## config.mk

```make
export PLATFORM = sky130hd
export DESIGN_NAME = ncc_mul
export DESIGN_NICKNAME = d
export VERILOG_FILES = /design/src/rtl/ncc_mul.sv
export SDC_FILE = /design/constraint.sdc
export NUM_CORES = 1
export LEC_CHECK = 0
export ABC_AREA = 1
export BUFFER_PORTS_ARGS = -buffer_cell sky130_fd_sc_hd__buf_4
export CORE_MARGIN = 3
export CORE_UTILIZATION = 35
export DETAILED_ROUTE_END_ITERATION = 6
export HOLD_SLACK_MARGIN = 0.03
export SLEW_MARGIN = 20
export SYNTH_ARGS = -nofsm -noshare
export SYNTH_HDL_FRONTEND = slang
export SYNTH_SLANG_ARGS = --single-unit
```

## constraint.sdc

```tcl
create_clock -name clk -period 1.8 [get_ports clk]
set_clock_uncertainty 0.05 [all_clocks]
set_input_delay 0.18 -clock clk [delete_from_list [all_inputs] [get_ports clk]]
set_output_delay 0.18 -clock clk [all_outputs]
set_load 0.01 [all_outputs]
```

## src/rtl/ncc_mul.sv

```systemverilog
`default_nettype none
module ncc_mul #(
    parameter int AW = 8,
    parameter int BW = 8
) (
    input  wire logic                  clk,
    input  wire logic                  rst_n,
    input  wire logic                  start,
    input  wire logic [AW-1:0]         a,
    input  wire logic [BW-1:0]         b,
    input  wire logic                  neg,
    output logic                       done,
    output logic signed [AW+BW:0]      p
);

    logic              run_reg;
    logic              neg_reg;
    logic [BW-1:0]     b_reg;
    logic [AW+BW-1:0]  ash_reg;
    logic [AW+BW-1:0]  acc_reg;

    assign done = run_reg && (b_reg == '0);
    assign p    = neg_reg ? -$signed({1'b0, acc_reg}) : $signed({1'b0, acc_reg});

    always_ff @(posedge clk or negedge rst_n)
    begin
        if (!rst_n)
        begin
            run_reg <= 1'b0;
        end
        else if (start)
        begin
            run_reg <= 1'b1;
        end
        else if (done)
        begin
            run_reg <= 1'b0;
        end
    end

    // one multiplier bit per cycle, stop as soon as no bits remain
    always_ff @(posedge clk)
    begin
        if (start)
        begin
            b_reg   <= b;
            ash_reg <= (AW+BW)'(a);
            acc_reg <= '0;
            neg_reg <= neg;
        end
        else if (run_reg && !done)
        begin
            if (b_reg[0])
            begin
                acc_reg <= acc_reg + ash_reg;
            end
            ash_reg <= {ash_reg[AW+BW-2:0], 1'b0};
            b_reg   <= b_reg >> 1;
        end
    end

endmodule
`default_nettype wire

```

**Word level (Yosys, flattened, before mapping)**

Index checks and enable logic that the tools add are counted.

- Bits in registers: 42
- Bits in latches: 0
- RAM bits: 0
- Memory bits (read-only): 0
- Input bits: 20
- Output and inout bits: 18
- Word-level logic and storage cells: 22
- Memories: 0

- Add/subtract/negate cells: 2
- Multipliers: 0
- Divide/modulo/power cells: 0
- Magnitude comparators: 0
- Eq/ne operators: 0
- Shift operators: 0
- Mux-type cells: 7
- Bitwise operators: 0
- Reduce and logical (&&, ||, !) cells: 7

Operators with widths:

| kind | count |
|---|---|
| 8-bit 2-to-1 mux | 4 |
| 17-bit 2-to-1 mux | 1 |
| 16-bit negator with 17-bit output | 1 |
| 16-bit adder | 1 |
| 8-bit logical NOT | 1 |
| 2-bit nonzero test | 2 |
| 1-bit logical AND | 2 |
| 1-bit 2-to-1 mux | 2 |
| 2-bit AND reduction | 1 |
| 1-bit logical NOT | 1 |

**Depth between registers and ports, before layout**

- Depth in word-level cells: 6
- Depth in mapped cells: 11
- Depth with buffers taken out: 11

**Least setup slack after synthesis**

No wires, ideal clock.

- Path type: register to register
- From: reg b_reg[0]
- To: reg ash_reg[0] (enable)
- Setup time: 0.372 ns
- Arrival time: 1.368 ns
- Required time: 1.378 ns
- Slack: 0.010 ns
- Cell stages (with the launch flop): 7
- Buffers on the path: 0
- Clock period less this slack: 1.790 ns
- Path through: edfxtp_1 > inv_2 > nand4_4 > nor2_4 > nor2_8 > clkinv_1 > nand2_1

- Cells in the longest elaborated chain, start to end: 5

Ends and longest elaborated chain:

| item | line | RTL |
|---|---|---|
| from (decl) | 18 | `logic [BW-1:0] b_reg;` |
| from (signal assigned) | 58 | `b_reg <= b_reg >> 1;` |
| 8-bit logical NOT | 22 | `assign done = run_reg && (b_reg == '0);` |
| 1-bit logical AND | 22 |  |
| 1-bit logical NOT | 51 | `else if (run_reg && !done)` |
| 1-bit logical AND | 51 |  |
| 2-bit nonzero test (no source line) | n/a |  |
| to (signal assigned) | 47 | `ash_reg <= (AW+BW)'(a);` |
| to (signal assigned) | 57 | `ash_reg <= {ash_reg[AW+BW-2:0], 1'b0};` |
| to (decl) | 19 | `logic [AW+BW-1:0] ash_reg;` |

No other way between the ends.
A chain may end at the register's enable or synchronous reset.

**Final worst setup path**

- From: reg acc_reg[0]
- To: out p[8]

- Cells in the longest elaborated chain, start to end: 2

Ends and longest elaborated chain:

| item | line | RTL |
|---|---|---|
| from (decl) | 20 | `logic [AW+BW-1:0] acc_reg;` |
| from (signal assigned) | 55 | `acc_reg <= acc_reg + ash_reg;` |
| 16-bit negator with 17-bit output | 23 | `assign p = neg_reg ? -$signed({1'b0, acc_reg}) : $signed({1'b0, acc_reg});` |
| 17-bit 2-to-1 mux | 23 |  |
| to (decl) | 13 | `output logic signed [AW+BW:0] p` |

No other way between the ends.

==> out/metrics.csv <==
metric;value;unit
startpoint_type;register;
endpoint_kind;output port;
drt_pass1_iterations;4;
cts_buffers;5;
critPathMaxStageDelay;0.37;ns
worst_slew_pin_slew;0.913;ns
ir_drop;441;µV
ant_nets;0;
initial_core_util;0.370;
p_per_area;915;mW/mm²
ff2ff_setup_slack;-0.05;ns
clk-insertion-delay-late;0.30;ns
syn_area;0.00295;mm²
avgSynthCellArea;6.81;µm²
hold_ws;0.0849;ns
grt_overflow_total;0;
drc;0;
cp_max_fo;4;
dp_hpwl;5970;µm
h-tree-depth;2;
clkTransAtPathRegs;0.09;ns
cp_cell_sequence;inv_2, ha_4, nand3_2, nor2_2, nand2_2, nor3_4, nor2_1, xor2_1, buf_4;
drive_gt1_frac;0.236;
die_h;97.8;µm
synthCells;433;
setup_ws;-0.236;ns
max-slew-margin-rel;0.388;
first_global_vias;2834;
dpl_cell_area;0.00346;mm²
antenna_found_initial;0;
max-cap-violations;0;
root_buffer;clkbuf_8;
criticalPathCategory;register to output port;
dieWidth;97.8;µm
syn_to_final_growth;30.0;%
finalSetupViolCount;15;
slowest_stage;dfxtp_4;
rows;32;
via_per_inst;4.73;
finalCritPeriodShare;1.13;
die_area;0.00956;mm²
core;0.00797;mm²
r2r_end;acc_reg[15];
insertedDiodeCount;0;
outcome;finished with violations;
p_leak;1.96;nW
vias;2853;
worst-path-buf-inv;2;
num_io_pins;38;
routed_wl;7900;µm
hp-class;primary input to register;
syn_nets;470;
hold_viol_final;0;
ys_types;32;
grt_pass1_wl;13100;µm
met1_length;3550;µm
clkSinkCount;42;
post-route-min-period;2.04;ns
fmax;0.491;GHz
critical_path.top_delay_family;simple AND/OR/NAND/NOR gates;
worstPathArrival;1.81;ns
reg2reg_depth;11;
gp_congestion;0.848;
yosysSeqAreaShare;0.345;
worstPathRequired;1.57;ns
worstSetupStartpoint;acc_reg[0];
wl_met3;360;µm
final_net_count;537;
cp-endpoint;p[8];
grt_setup_unrepaired;yes;
highest_layer;met4;
ys_ff_latch;42;
failed_checks;setup timing;
cts_tree;built;
fin_area;0.00383;mm²
yosysWarnings;0;
dr_wl_met2;3920;µm
drt_iter0_drc;121;
regToRegStartpoint;ash_reg[4];
cp.depth;9;
slew_violations;0;
grt_max_degree;31;
wl_per_cell;13.1;µm
track_usage;0.165;
io_buffers;37;
clock_path_buffers;2;
==> cells in the mapped netlist <==
master / n / area, µm²
nand2_1: 133 / 499
inv_1: 69 / 259
nor2_1: 46 / 173
o21ai_0: 28 / 140
nand3_1: 25 / 125
dfxtp_1: 24 / 480
a21oi_1: 19 / 95.1
edfxtp_1: 17 / 510
ha_1: 16 / 200
xor2_1: 15 / 131
nor3_1: 7 / 35.0
clkbuf_1: 4 / 15.0
xnor2_1: 4 / 35.0
a21oi_2: 3 / 26.3
buf_4: 3 / 22.5
clkinv_1: 2 / 7.51
nand4_1: 2 / 12.5
nor3_2: 2 / 20.0
buf_1: 1 / 3.75
buf_6: 1 / 11.3
dfrtp_1: 1 / 25.0
fa_1: 1 / 20.0
inv_2: 1 / 3.75
nand2_4: 1 / 11.3
nand3b_1: 1 / 7.51
nand4_4: 1 / 21.3
nor2_4: 1 / 11.3
nor2_8: 1 / 20.0
nor4_1: 1 / 6.26
o21ai_1: 1 / 5.00
o21ai_2: 1 / 8.76
or2_2: 1 / 6.26
==> how the worst min path moves through the flow <==
| stage | cells past startpoint | endpoint | slack [ns] | start |
|---|---|---|---|---|
| 6_report | 3 | ash_reg[0] | 0.08 | a[0] |
| 5_1_grt | 3 | ash_reg[0] | 0.08 | a[0] |
| 4_1_cts | 3 | ash_reg[0] | 0.08 | a[0] |
| 3_5_place_dp | 1 | run_reg | -0.09 | rst_n |
| 3_3_place_gp | 1 | run_reg | -0.1 | rst_n |
| 2_1_floorplan | 0 | run_reg | -0.17 | rst_n |
==> power by group <==
| group | internal (mW) | switching (mW) |
|---|---|---|
| registers | 1.11 | 0.110 |
| logic | 0.701 | 0.870 |
| clock network | 0.360 | 0.353 |
==> metal layers <==
layer	up-vias	track usage
met2	57	0.289
met5	-	0
met4	0	0.0405
met3	6	0.0271
li1	1493	-
met1	1297	0.213
==> repair_timing <==
action | in CTS | in global routing
hold buffers | 2 | 0
setup buffers | 3 | 7
pin swaps | 10 | 18
hold endpoints to repair | 2 | 0
gates cloned | 0 | 0
gates resized for setup | 19 | 25
setup endpoints to repair | 19 | 25
==> metrics by stage <==
step,std cells,TNS [ns],worst slack [ns],util,power [mW]
floorplan,433,0,0.0102,-,2.08
global placement,584,-0.294,-0.104,0.434,2.60
detailed placement,584,-0.451,-0.108,0.434,2.61
CTS,597,-1.78,-0.261,0.463,3.41
global route,603,-4.31,-0.332,0.481,3.75
finish,603,-1.67,-0.236,0.481,3.51
==> kinds of logic (layout without fill, tap and decap cells) <==
family / Yosys count / count (layout) / share of synthesized area
buffers and inverters: 81 / 149 / 0.109
AND/OR/NAND/NOR: 222 / 222 / 0.322
flip-flops: 42 / 42 / 0.345
AO/OA/AOI/OAI: 52 / 52 / 0.0933
XOR/XNOR: 19 / 19 / 0.0564
adder cells (fa/ha/maj): 17 / 17 / 0.0747
==> layout make-up <==
type | count | area, µm²
Timing Repair Buffer | 69 | 534
Multi-Input combinational cell | 310 | 1780
Sequential cell | 42 | 1020
Fill cell | 758 | 4130
Clock buffer | 7 | 97.6
Tap cell | 102 | 128
Clock inverter | 1 | 6.26
Inverter | 72 | 270
==> cell usage in the layout (no fill, tap or decap), types with 11 or more instances in the layout <==
cell      instances
buf_4            64
ha_1             11
xor2_1           13
edfxtp_1         17
dfxtp_1          22
nor2_1           44
nand3_1          20
a21oi_1          18
nand2_1         124
o21ai_0          23
inv_1            67
==> worst min-delay path, stage by stage <==
cell and delay, ns:
buf_4 0.08, nand2_1 0.04, inv_1 0.04
Note: power is estimated with default switching activity, not from simulation.
